--- src/rtl/pls_pkg.sv ---
// shared types and codes for the positional list store
// no dependencies; used by the cell, the top level and the checker
package pls_pkg;

    localparam int OP_W      = 3;
    localparam int POS_W     = 8;
    localparam int VALUE_W   = 32;
    localparam int ST_W      = 2;
    localparam int COUNT_W   = 5;
    localparam int ELEMENT_W = 32;

    typedef logic [OP_W-1:0] t_op;
    typedef logic [ST_W-1:0] t_status;
    typedef logic [1:0]      t_cell_kind;

    localparam t_op OP_INS_FRONT = 3'd0;
    localparam t_op OP_INS_BACK  = 3'd1;
    localparam t_op OP_INS_POS   = 3'd2;
    localparam t_op OP_DEL_FRONT = 3'd3;
    localparam t_op OP_DEL_BACK  = 3'd4;
    localparam t_op OP_DEL_POS   = 3'd5;
    localparam t_op OP_SHOW      = 3'd6;

    localparam t_status ST_OK     = 2'd0;
    localparam t_status ST_BADPOS = 2'd1;
    localparam t_status ST_EMPTY  = 2'd2;
    localparam t_status ST_FULL   = 2'd3;

    localparam t_cell_kind CELL_HOLD   = 2'd0;
    localparam t_cell_kind CELL_INSERT = 2'd1;
    localparam t_cell_kind CELL_DELETE = 2'd2;
    localparam t_cell_kind CELL_ROTATE = 2'd3;

    // broadcast to every cell of the chain
    typedef struct packed {
        t_cell_kind       kind;
        logic [POS_W-1:0] idx;   // slot of insert or delete, 0-based
        logic [POS_W-1:0] tail;  // slot of the last live entry for rotation
    } t_cell_ctl;

endpackage

--- src/rtl/pls_cell.sv ---
// one storage cell of the list chain: holds a single data word
// depends on pls_pkg for the broadcast control struct and its codes
module pls_cell #(
    parameter int DATA_WIDTH = 32,
    parameter int INDEX      = 0
) (
    input  logic                  i_clk,
    input  pls_pkg::t_cell_ctl    i_ctl,
    input  logic [DATA_WIDTH-1:0] i_left,
    input  logic [DATA_WIDTH-1:0] i_right,
    input  logic [DATA_WIDTH-1:0] i_head,
    input  logic [DATA_WIDTH-1:0] i_value,
    output logic [DATA_WIDTH-1:0] o_word
);
    import pls_pkg::*;

    localparam logic [POS_W-1:0] MY_IDX = POS_W'(INDEX);

    logic [DATA_WIDTH-1:0] r_word;
    logic [DATA_WIDTH-1:0] n_word;

    always_comb begin
        n_word = r_word;
        case (i_ctl.kind)
            CELL_INSERT: begin
                if (MY_IDX == i_ctl.idx) begin
                    n_word = i_value;
                end else if (MY_IDX > i_ctl.idx) begin
                    n_word = i_left;
                end
            end
            CELL_DELETE: begin
                if (MY_IDX >= i_ctl.idx) begin
                    n_word = i_right;
                end
            end
            CELL_ROTATE: begin
                if (MY_IDX == i_ctl.tail) begin
                    n_word = i_head;
                end else if (MY_IDX < i_ctl.tail) begin
                    n_word = i_right;
                end
            end
            default: begin
                n_word = r_word;
            end
        endcase
    end

    always_ff @(posedge i_clk) begin
        r_word <= n_word;
    end

    assign o_word = r_word;

endmodule

--- src/rtl/positional_list_store.sv ---
// positional list store: insert, delete and display take one request each.
// insert and delete finish in the accepting cycle; their result is registered and
// shows the next cycle, so a new request may follow every cycle while the receiver takes
// each result. display enters the show state, then streams one entry per cycle while
// the receiver is ready, limited by the single head cell feeding the output register.
// synchronous active-low reset clears the count, the sequencer and the output valid.
module positional_list_store #(
    parameter int CAPACITY   = 16,
    parameter int DATA_WIDTH = 32
) (
    input  logic                              i_clk,
    input  logic                              i_rst_n,
    input  logic                              i_in_valid,
    output logic                              o_in_ready,
    input  logic [pls_pkg::OP_W-1:0]          i_op,
    input  logic [pls_pkg::POS_W-1:0]         i_position,
    input  logic [pls_pkg::VALUE_W-1:0]       i_value,
    output logic                              o_out_valid,
    input  logic                              i_out_ready,
    output logic [pls_pkg::ST_W-1:0]          o_status,
    output logic [pls_pkg::COUNT_W-1:0]       o_count,
    output logic [pls_pkg::ELEMENT_W-1:0]     o_element,
    output logic                              o_last
);
    import pls_pkg::*;

    // count must hold the full capacity itself
    localparam int CNT_W = $clog2(CAPACITY + 1);

    // sequencer states
    localparam logic S_IDLE = 1'b0;
    localparam logic S_SHOW = 1'b1;

    // chain of cells, front of the list in cell 0
    logic [DATA_WIDTH-1:0] w_word [CAPACITY];
    t_cell_ctl             w_ctl;
    logic [DATA_WIDTH-1:0] w_value;
    logic [63:0]           w_value_wide;
    logic [63:0]           w_head_wide;

    logic                  r_state, n_state;
    logic [CNT_W-1:0]      r_count, n_count;
    logic [CNT_W-1:0]      r_left,  n_left;

    // output register
    logic                  r_out_valid, n_out_valid;
    t_status               r_status,    n_status;
    logic [COUNT_W-1:0]    r_out_count, n_out_count;
    logic [ELEMENT_W-1:0]  r_element,   n_element;
    logic                  r_last,      n_last;

    logic                  out_free;
    logic                  in_fire;
    logic                  full;
    logic [POS_W-1:0]      cnt8;
    logic [15:0]           cnt_wide;

    // value kept to the storage width
    assign w_value_wide = 64'(i_value);
    assign w_value      = w_value_wide[DATA_WIDTH-1:0];
    // head word cut to the element field
    assign w_head_wide  = 64'(w_word[0]);

    assign out_free   = !r_out_valid || i_out_ready;
    assign o_in_ready = (r_state == S_IDLE) && out_free;
    assign in_fire    = i_in_valid && o_in_ready;
    assign full       = (r_count == CNT_W'(CAPACITY));
    assign cnt8       = POS_W'(r_count);
    assign cnt_wide   = 16'(n_count);

    always_comb begin
        n_state     = r_state;
        n_count     = r_count;
        n_left      = r_left;
        n_out_valid = r_out_valid && !i_out_ready;
        n_status    = r_status;
        n_out_count = r_out_count;
        n_element   = r_element;
        n_last      = r_last;
        w_ctl.kind  = CELL_HOLD;
        w_ctl.idx   = '0;
        w_ctl.tail  = cnt8 - POS_W'(1);

        if (r_state == S_IDLE) begin
            if (in_fire) begin
                // single result by default: element zero, marked last
                n_out_valid = 1'b1;
                n_status    = ST_OK;
                n_element   = '0;
                n_last      = 1'b1;
                case (i_op)
                    OP_INS_FRONT, OP_INS_BACK: begin
                        if (full) begin
                            n_status = ST_FULL;
                        end else begin
                            w_ctl.kind = CELL_INSERT;
                            w_ctl.idx  = (i_op == OP_INS_FRONT) ? '0 : cnt8;
                            n_count    = r_count + CNT_W'(1);
                        end
                    end
                    OP_INS_POS: begin
                        // position checked before fullness
                        if (i_position == '0 ||
                            {1'b0, i_position} > ({1'b0, cnt8} + 9'd1)) begin
                            n_status = ST_BADPOS;
                        end else if (full) begin
                            n_status = ST_FULL;
                        end else begin
                            w_ctl.kind = CELL_INSERT;
                            w_ctl.idx  = i_position - POS_W'(1);
                            n_count    = r_count + CNT_W'(1);
                        end
                    end
                    OP_DEL_FRONT, OP_DEL_BACK: begin
                        if (r_count == '0) begin
                            n_status = ST_EMPTY;
                        end else begin
                            w_ctl.kind = CELL_DELETE;
                            w_ctl.idx  = (i_op == OP_DEL_FRONT) ? '0 : cnt8 - POS_W'(1);
                            n_count    = r_count - CNT_W'(1);
                        end
                    end
                    OP_DEL_POS: begin
                        // an empty list fails every position here
                        if (i_position == '0 || i_position > cnt8) begin
                            n_status = ST_BADPOS;
                        end else begin
                            w_ctl.kind = CELL_DELETE;
                            w_ctl.idx  = i_position - POS_W'(1);
                            n_count    = r_count - CNT_W'(1);
                        end
                    end
                    OP_SHOW: begin
                        if (r_count == '0) begin
                            n_status = ST_EMPTY;
                        end else begin
                            // stream once the show state is entered
                            n_out_valid = 1'b0;
                            n_state     = S_SHOW;
                            n_left      = r_count;
                        end
                    end
                    default: begin
                        // unused code: plain ok result
                        n_status = ST_OK;
                    end
                endcase
                n_out_count = cnt_wide[COUNT_W-1:0];
            end
        end else if (out_free) begin
            // emit the head and rotate the live part of the chain by one;
            // after count steps the list is back in its original order
            w_ctl.kind  = CELL_ROTATE;
            n_out_valid = 1'b1;
            n_status    = ST_OK;
            n_out_count = cnt_wide[COUNT_W-1:0];
            n_element   = w_head_wide[ELEMENT_W-1:0];
            n_last      = (r_left == CNT_W'(1));
            n_left      = r_left - CNT_W'(1);
            if (r_left == CNT_W'(1)) begin
                n_state = S_IDLE;
            end
        end
    end

    generate
        for (genvar g = 0; g < CAPACITY; g++) begin : g_cell
            logic [DATA_WIDTH-1:0] w_left;
            logic [DATA_WIDTH-1:0] w_right;
            if (g == 0) begin : g_first
                assign w_left = '0;
            end else begin : g_inner_l
                assign w_left = w_word[g-1];
            end
            if (g == CAPACITY - 1) begin : g_lastc
                assign w_right = '0;
            end else begin : g_inner_r
                assign w_right = w_word[g+1];
            end
            pls_cell #(
                .DATA_WIDTH (DATA_WIDTH),
                .INDEX      (g)
            ) u_cell (
                .i_clk   (i_clk),
                .i_ctl   (w_ctl),
                .i_left  (w_left),
                .i_right (w_right),
                .i_head  (w_word[0]),
                .i_value (w_value),
                .o_word  (w_word[g])
            );
        end
    endgenerate

    always_ff @(posedge i_clk) begin
        if (!i_rst_n) begin
            r_state     <= S_IDLE;
            r_count     <= '0;
            r_left      <= '0;
            r_out_valid <= 1'b0;
        end else begin
            r_state     <= n_state;
            r_count     <= n_count;
            r_left      <= n_left;
            r_out_valid <= n_out_valid;
        end
    end

    // result payload, no reset needed
    always_ff @(posedge i_clk) begin
        r_status    <= n_status;
        r_out_count <= n_out_count;
        r_element   <= n_element;
        r_last      <= n_last;
    end

    assign o_out_valid = r_out_valid;
    assign o_status    = r_status;
    assign o_count     = r_out_count;
    assign o_element   = r_element;
    assign o_last      = r_last;

endmodule

--- config.mk ---
export PLATFORM = sky130hd
export DESIGN_NAME = positional_list_store
export DESIGN_NICKNAME = d
export VERILOG_FILES = /design/src/rtl/pls_pkg.sv /design/src/rtl/pls_cell.sv /design/src/rtl/positional_list_store.sv
export SDC_FILE = /design/constraint.sdc
export NUM_CORES = 2
export LEC_CHECK = 0
export BUFFER_PORTS_ARGS = -buffer_cell sky130_fd_sc_hd__buf_2
export CORE_ASPECT_RATIO = 0.7
export CORE_MARGIN = 1.5
export CORE_UTILIZATION = 28
export DETAILED_ROUTE_END_ITERATION = 7
export PLACE_DENSITY = 0.53
export SLEW_MARGIN = 10
export SYNTH_ARGS = -nofsm -noshare
export SYNTH_HDL_FRONTEND = slang
export SYNTH_SLANG_ARGS = --single-unit
--- constraint.sdc ---
create_clock -name i_clk -period 10.7 [get_ports i_clk]
set_clock_uncertainty 0.05 [all_clocks]
set_input_delay 0 -clock i_clk [delete_from_list [all_inputs] [get_ports i_clk]]
set_output_delay 0 -clock i_clk [all_outputs]
set_load 0.02 [all_outputs]
# Word-level counts from Yosys, hierarchy flattened
# Cells that the tools add are included.
[classes]
add_sub_neg = 6
magnitude_cmp = 50
n_eq_ne = 92
muxes = 148
bitwise = 1
reduce_logical = 37
[ops]
columns = ["operator", "n"]
rows = [
  ["$mux 32", 83],
  ["$pmux 32 s3", 16],
  ["$eq 4x8->1 const A", 16],
  ["$ne 3x1->1 const B", 31],
  ["$mux 5", 15],
  ["$eq 3x8->1 const A", 8],
  ["$ge 4x8->1 const A", 8],
  ["$gt 4x8->1 const A", 8],
  ["$lt 4x8->1 const A", 8],
  ["$reduce_and 4->1", 16],
  ["$pmux 10 s4", 1],
  ["$ne 2x1->1 const B", 18],
  ["$eq 2x8->1 const A", 4],
  ["$ge 3x8->1 const A", 4],
  ["$gt 3x8->1 const A", 4],
  ["$lt 3x8->1 const A", 4],
  ["$mux 10", 3],
  ["$mux 9", 3],
  ["$logic_not 8->1", 3],
  ["$pmux 5 s4", 1],
  ["$eq 1x8->1 const A", 2],
  ["$ge 1x8->1 const A", 2],
  ["$ge 2x8->1 const A", 2],
  ["$gt 1x8->1 const A", 2],
  ["34 further kinds", 72],
]
[word_totals]
regBits = 564
wordCells = 358

# Longest topological paths before layout
[logic_depth]
ltp_word = 11
mapped_depth = 18
depth_no_buf = 12

# Modules after synthesis
# A second synthesis with hierarchy kept.
[unflattened]
cells_unflattened = 2817
hier_area_um2 = 36565.1
[modules_own_cells]
columns = ["mod", "n_inst", "cells_each", "area_each_um2", "seq_area_each_um2"]
rows = [
  ["positional_list_store", 1, 328, 3184.3, 1441.4],
  ["pls_cell (g_cell[9].u_cell)", 1, 189, 2194.6, 960.9],
  ["pls_cell (g_cell[5].u_cell)", 1, 152, 2152.1, 960.9],
  ["pls_cell (g_cell[15].u_cell)", 1, 149, 2125.8, 960.9],
  ["pls_cell (g_cell[3].u_cell)", 1, 150, 2119.5, 960.9],
  ["pls_cell (g_cell[10].u_cell)", 1, 152, 2117.0, 960.9],
  ["pls_cell (g_cell[13].u_cell)", 1, 150, 2114.5, 960.9],
  ["pls_cell (g_cell[2].u_cell)", 1, 152, 2110.8, 960.9],
  ["pls_cell (g_cell[6].u_cell)", 1, 153, 2107.0, 960.9],
  ["pls_cell (g_cell[8].u_cell)", 1, 150, 2084.5, 960.9],
  ["pls_cell (g_cell[4].u_cell)", 1, 151, 2079.5, 960.9],
  ["pls_cell (g_cell[12].u_cell)", 1, 150, 2073.2, 960.9],
  ["pls_cell (g_cell[14].u_cell)", 1, 149, 2068.2, 960.9],
  ["pls_cell (g_cell[7].u_cell)", 1, 151, 2068.2, 960.9],
  ["+3 rows", "n/a", "n/a", "n/a", "n/a"],
]

# Least setup slack after synthesis
# No wires, ideal clock.
[synth_timing]
path_type = "register to register"
from = "reg r_count[0]"
to = "reg g_cell[0].u_cell.r_word[0], enable pin"
setup_ns = 0.594
t_arrival_ns = 8.518
t_required_ns = 10.056
path_slack_ns = 1.538
stages_incl_launch_ff = 17
path_buffers = 5
cell_sequence = "dfxtp_1 -> buf_2 -> inv_1 -> ha_1 -> clkbuf_1 -> inv_1 -> ha_1 -> and4_1 -> nand2b_1 -> a21o_1 -> a22o_1 -> buf_2 -> a32o_1 -> or3_1 -> buf_2 -> buf_2 -> a2111oi_0"
[synth_between]
elab_chain_cells = 10
word_cells_on_any_way = 33
cone_classes = "2 x add/sub; 5 x order compare; 8 x eq/ne; 11 x mux; 7 x reduce/logical"
[synth_lines]
columns = ["item", "line_no", "rtl"]
rows = [
  ["from (decl)", "positional_list_store.sv:42", "logic [CNT_W-1:0] r_count, n_count;"],
  ["from (signal assigned)", "positional_list_store.sv:203", "r_count <= n_count;"],
  ["$add 5x1->6", "positional_list_store.sv:104", "{1'b0, i_position} > ({1'b0, cnt8} + 9'd1)) begin"],
  ["$gt 8x6->1", "positional_list_store.sv:104", ""],
  ["$logic_or 1x1->1", "positional_list_store.sv:103", "if (i_position == '0 ||"],
  ["$mux 9", "positional_list_store.sv:103", ""],
  ["$pmux 10 s4", "positional_list_store.sv:91", "case (i_op)"],
  ["$mux 10", "positional_list_store.sv:85", "if (in_fire) begin"],
  ["$mux 8 or $mux 2 (tied branches)", "positional_list_store.sv:84", "if (r_state == S_IDLE) begin"],
  ["$gt 1x8->1, or another cell as far along", "pls_cell.sv:28", "end else if (MY_IDX > i_ctl.idx) begin"],
  ["$ne 3x1->1 (no line), or another cell as far along", "n/a", ""],
  ["$reduce_and 5->1 (no line) *", "n/a", ""],
  ["to (signal assigned)", "pls_cell.sv:51", "r_word <= n_word;"],
  ["to (decl)", "pls_cell.sv:19", "logic [DATA_WIDTH-1:0] r_word;"],
]
# Every way passes the cells marked *; elsewhere a longest branch is shown, timed or not.
# A chain may end at the register's enable or synchronous reset.

# Worst setup path after layout
[layout_timing]
from = "reg r_count[2]"
to = "reg g_cell[0].u_cell.r_word[23] (data pin)"
[layout_between]
elab_chain_cells = 10
word_cells_on_any_way = 25
cone_classes = "2 x add/sub; 2 x order compare; 4 x eq/ne; 13 x mux; 4 x reduce/logical"
[layout_lines]
columns = ["item", "line_no", "rtl"]
rows = [
  ["$add 5x1->6", "positional_list_store.sv:104", ""],
  ["$gt 8x6->1", "positional_list_store.sv:104", ""],
  ["$logic_or 1x1->1", "positional_list_store.sv:103", ""],
  ["$mux 9", "positional_list_store.sv:103", ""],
  ["$pmux 10 s4 *", "positional_list_store.sv:91", ""],
  ["$mux 10 *", "positional_list_store.sv:85", ""],
  ["$mux 8", "positional_list_store.sv:84", ""],
  ["$logic_not 8->1", "pls_cell.sv:26", "if (MY_IDX == i_ctl.idx) begin"],
  ["$mux 32", "pls_cell.sv:26", ""],
  ["$pmux 32 s3 *", "pls_cell.sv:24", "case (i_ctl.kind)"],
  ["named net g_cell[0].u_cell.n_word[23]", "pls_cell.sv:20", "logic [DATA_WIDTH-1:0] n_word;"],
]
# Mark *: on every way through the listed nets, which the timed path passes. The rest lies on a longest branch.

==> flow_summary.yaml <==
synth:
  syn-cell-area_um2: 32400
  yosys_warnings: 0
  yosysTopAreaCell: "edfxtp_1"
  netlist_top_cells_area: "edfxtp_1, a22o_1, o211ai_1, a221o_1, a32oi_1"
  syn_area_per_cell_um2: 11.1
  ys_top_cells_by_count: "edfxtp_1, a22o_1, clkbuf_1"
  synth_edf_count: 552
  ys_ff_latch: 564
  seq_area_frac_synth: 0.519
  synthFlopType: "edfxtp_1"
  syn-num-nets: 2995
  synth_top_area_frac: 0.512
  yosysMostFrequentCell: "edfxtp_1"
  synthArstFlopShare: 0
  syn_inst: 2928
  synth_cell_types: 78
power_and_ir_drop:
  power_density_nw_per_um2: 149
  p_int_w: 0.00395
  p_seq_frac: 0.486
  p_leak_nw: 11.6
  combinationalPowerShare: 0.119
  ir_drop_mv: 0.128
  swShare: 0.280
  p_switching_w: 0.00154
  finalPower_w: 0.00549
  clkPwrFrac: 0.396
detailed_routing:
  final_antenna_net_count: 0
  drt_iter0_markers: 5219
  drt-total-wl_um: 157000
  wire_per_inst_um: 35.5
  dr.pass1.iters: 6
  vias: 30500
  drc: 0
  viasPerCell: 6.91
floorplanning:
  die_h_um: 288
  die_width_um: 410
  core-area_um2: 115000
  pin_count: 89
  core.rowCount: 104
  dieArea_um2: 118000
  start_util: 0.282
global_route:
  first_global_vias: 28300
  antenna_found_initial: 4
  grt_max_degree: 74
  grt_remaining_overflow: 0
  top_usage_layer: "met1"
  grt_pass1_wl_um: 219000
  grtUsageTotal: 0.256
  met1_usage: 0.376
  grt_util_met3: 0.0940
  grtUsageMet2: 0.332
timing:
  tns_ps: 0
  final_hold_viol_count: 0
  finalMaxSlewViolations: 0
  hold_ws_ps: 196
  slew_headroom: 0.106
  fmax_mhz: 155
  period_needed_ps: 6440
  setup_viol: 0
  worst_pin_slew_ps: 1340
  min_period_over_period: 0.602
  rsz0062_at_grt: "false"
final_layout:
  final_util: 0.321
  seq_area_um2: 16800
  drive_gt1_frac: 0.126
  nets: 2901
  syn_to_final_growth_pct: 13.7
  multi_input_area_um2: 14500
  fin_area_um2: 36800
  fill_cells: 11600
worst_setup_path:
  critPathMaxStageDelay_ps: 860
  crit_arrival_ps: 6810
  crit_family: "compound AO/OA/AOI/OAI gates"
  critPathMaxFanout: 73
  crit_required_ps: 11070
  end_kind: "flip-flop"
  crit_buf_inv: 3
  cp_cell_sequence: "inv_1 > nor3_1 > nand3_1 > ha_1 > a2111oi_0 > a21oi_1 > nor3b_2 > a22oi_2 > o21bai_1 > or3_4 > buf_4 > nor2_4 > buf_4 > a22o_1"
  critPathKind: "reg -> reg"
  cp_slowest_cell: "o21bai_1"
  critPathLaunchType: "flip-flop"
  path_common_cell: "buf_4"
placement:
  place_area_um2: 34500
  io_buffers: 88
  dp_hpwl_um: 88200
  place_congestion: 0.880
flow_run:
  max_cap_violations: 0
clock_network:
  clockBufferDepth: 3
  cts_root_buffer: "clkbuf_16"
  ctsResizeCount: 0
  clock-sinks: 564
  numCtsBuffers: 61
  h-tree-depth: 2
  cts.reportedPaths.clkPinSlew_ps: 60
  cts_tree: "yes"
  insertion_delay_ps: 700
worst_hold_path:
  hp-class: "in -> reg"
status:
  outcome: "finished, final reports clean"
==> sequential cells by signal (all words and copies together), names as in the netlist <==
name / flops
o_last: 1
r_count: 5
o_out_valid: 1
o_element: 32
g_cell.u_cell.o_word: 512
o_count: 5
r_left: 5
o_status: 2
r_state: 1
==> per-layer routing <==
metal  share of wire  vias up  wire length (um)
li1                -    12100                 -
met5         0.00017        -                26
met1            0.42    15400             65400
met4           0.042        4              6580
met3            0.16      361             25700
met2            0.38     2722             59300
==> logic make-up after synthesis <==
group                      count (synthesis)  synth area share
and+or+nand+nor                          594            0.0876
AOI/OAI and AO/OA                       1339             0.334
adders and majority gates                 20           0.00772
buffers and inverters                    401            0.0490
DFF                                      564             0.519
xor gates and xnor gates                  10           0.00270
==> cell type report <==
type / instances / share of cell area
inverter: 19 / 0.00194
antenna: 3 / 0.000204
clock inverter: 34 / 0.00907
sequential: 564 / 0.456
tap: 1537 / 0.0522
timing repair buffer: 225 / 0.0428
multi-input combinational: 1963 / 0.394
clock buffer: 77 / 0.0431
==> worst min-delay path, stage by stage <==
cell and delay (ps):
dlygate4sd3_1 530, buf_2 190, o221a_2 140
==> power by group through the flow <==
stage,clock [W],sequential (W),combinational [W]
2_1_floorplan,0,0.00268,0.000381
3_3_place_gp,0,0.00271,0.000606
3_5_place_dp,0,0.00271,0.000610
4_1_cts,0.00218,0.00266,0.000626
5_1_grt,0.00227,0.00268,0.000680
6_report,0.00217,0.00267,0.000652
==> placed cells by master, fill, tap and decap left out, types with 14 or more instances in the layout <==
master / synthesis / layout
a21oi_1: 31 / 26
a221o_1: 163 / 162
a222oi_1: 32 / 32
a22o_1: 352 / 352
a22oi_1: 65 / 65
a311o_1: 28 / 28
a31oi_1: 144 / 142
a32oi_1: 130 / 130
and2_1: 79 / 78
buf_2: 34 / 88
buf_4: 2 / 94
clkbuf_1: 299 / 16
clkbuf_16: 0 / 61
dlygate4sd3_1: 0 / 43
edfxtp_1: 552 / 552
ha_1: 20 / 20
inv_1: 19 / 19
nand2_1: 271 / 257
nand2_2: 1 / 14
nand3_1: 48 / 47
nor2_1: 56 / 42
nor2_4: 0 / 14
nor3_1: 56 / 40
nor3_2: 2 / 16
nor4_1: 29 / 29
o211ai_1: 257 / 257
o21ai_0: 71 / 69
==> through the flow <==
stage | worst slack (ps) | instances
floorplan | 1540 | 2928
global placement | 4580 | 4265
detailed placement | 4530 | 4265
CTS | 4500 | 4419
global route | 3930 | 4420
finish | 4260 | 4422
==> final timing paths <==
path,cells after the start,startpoint,to,slack [ps]
min reg2reg,2,r_left[1],r_left[1],490
max,14,r_count[2],g_cell[0].u_cell.o_word[23],4260
min,3,i_rst_n,r_left[0],200
max reg2reg,14,r_count[2],g_cell[0].u_cell.o_word[23],4260
==> timing repair <==
action                                 in CTS  in global routing
endpoints found under the hold margin     238                  0
setup buffers                               0                  0
hold buffers                               43                  0
No activity file was read; power rests on OpenSTA's default activity.
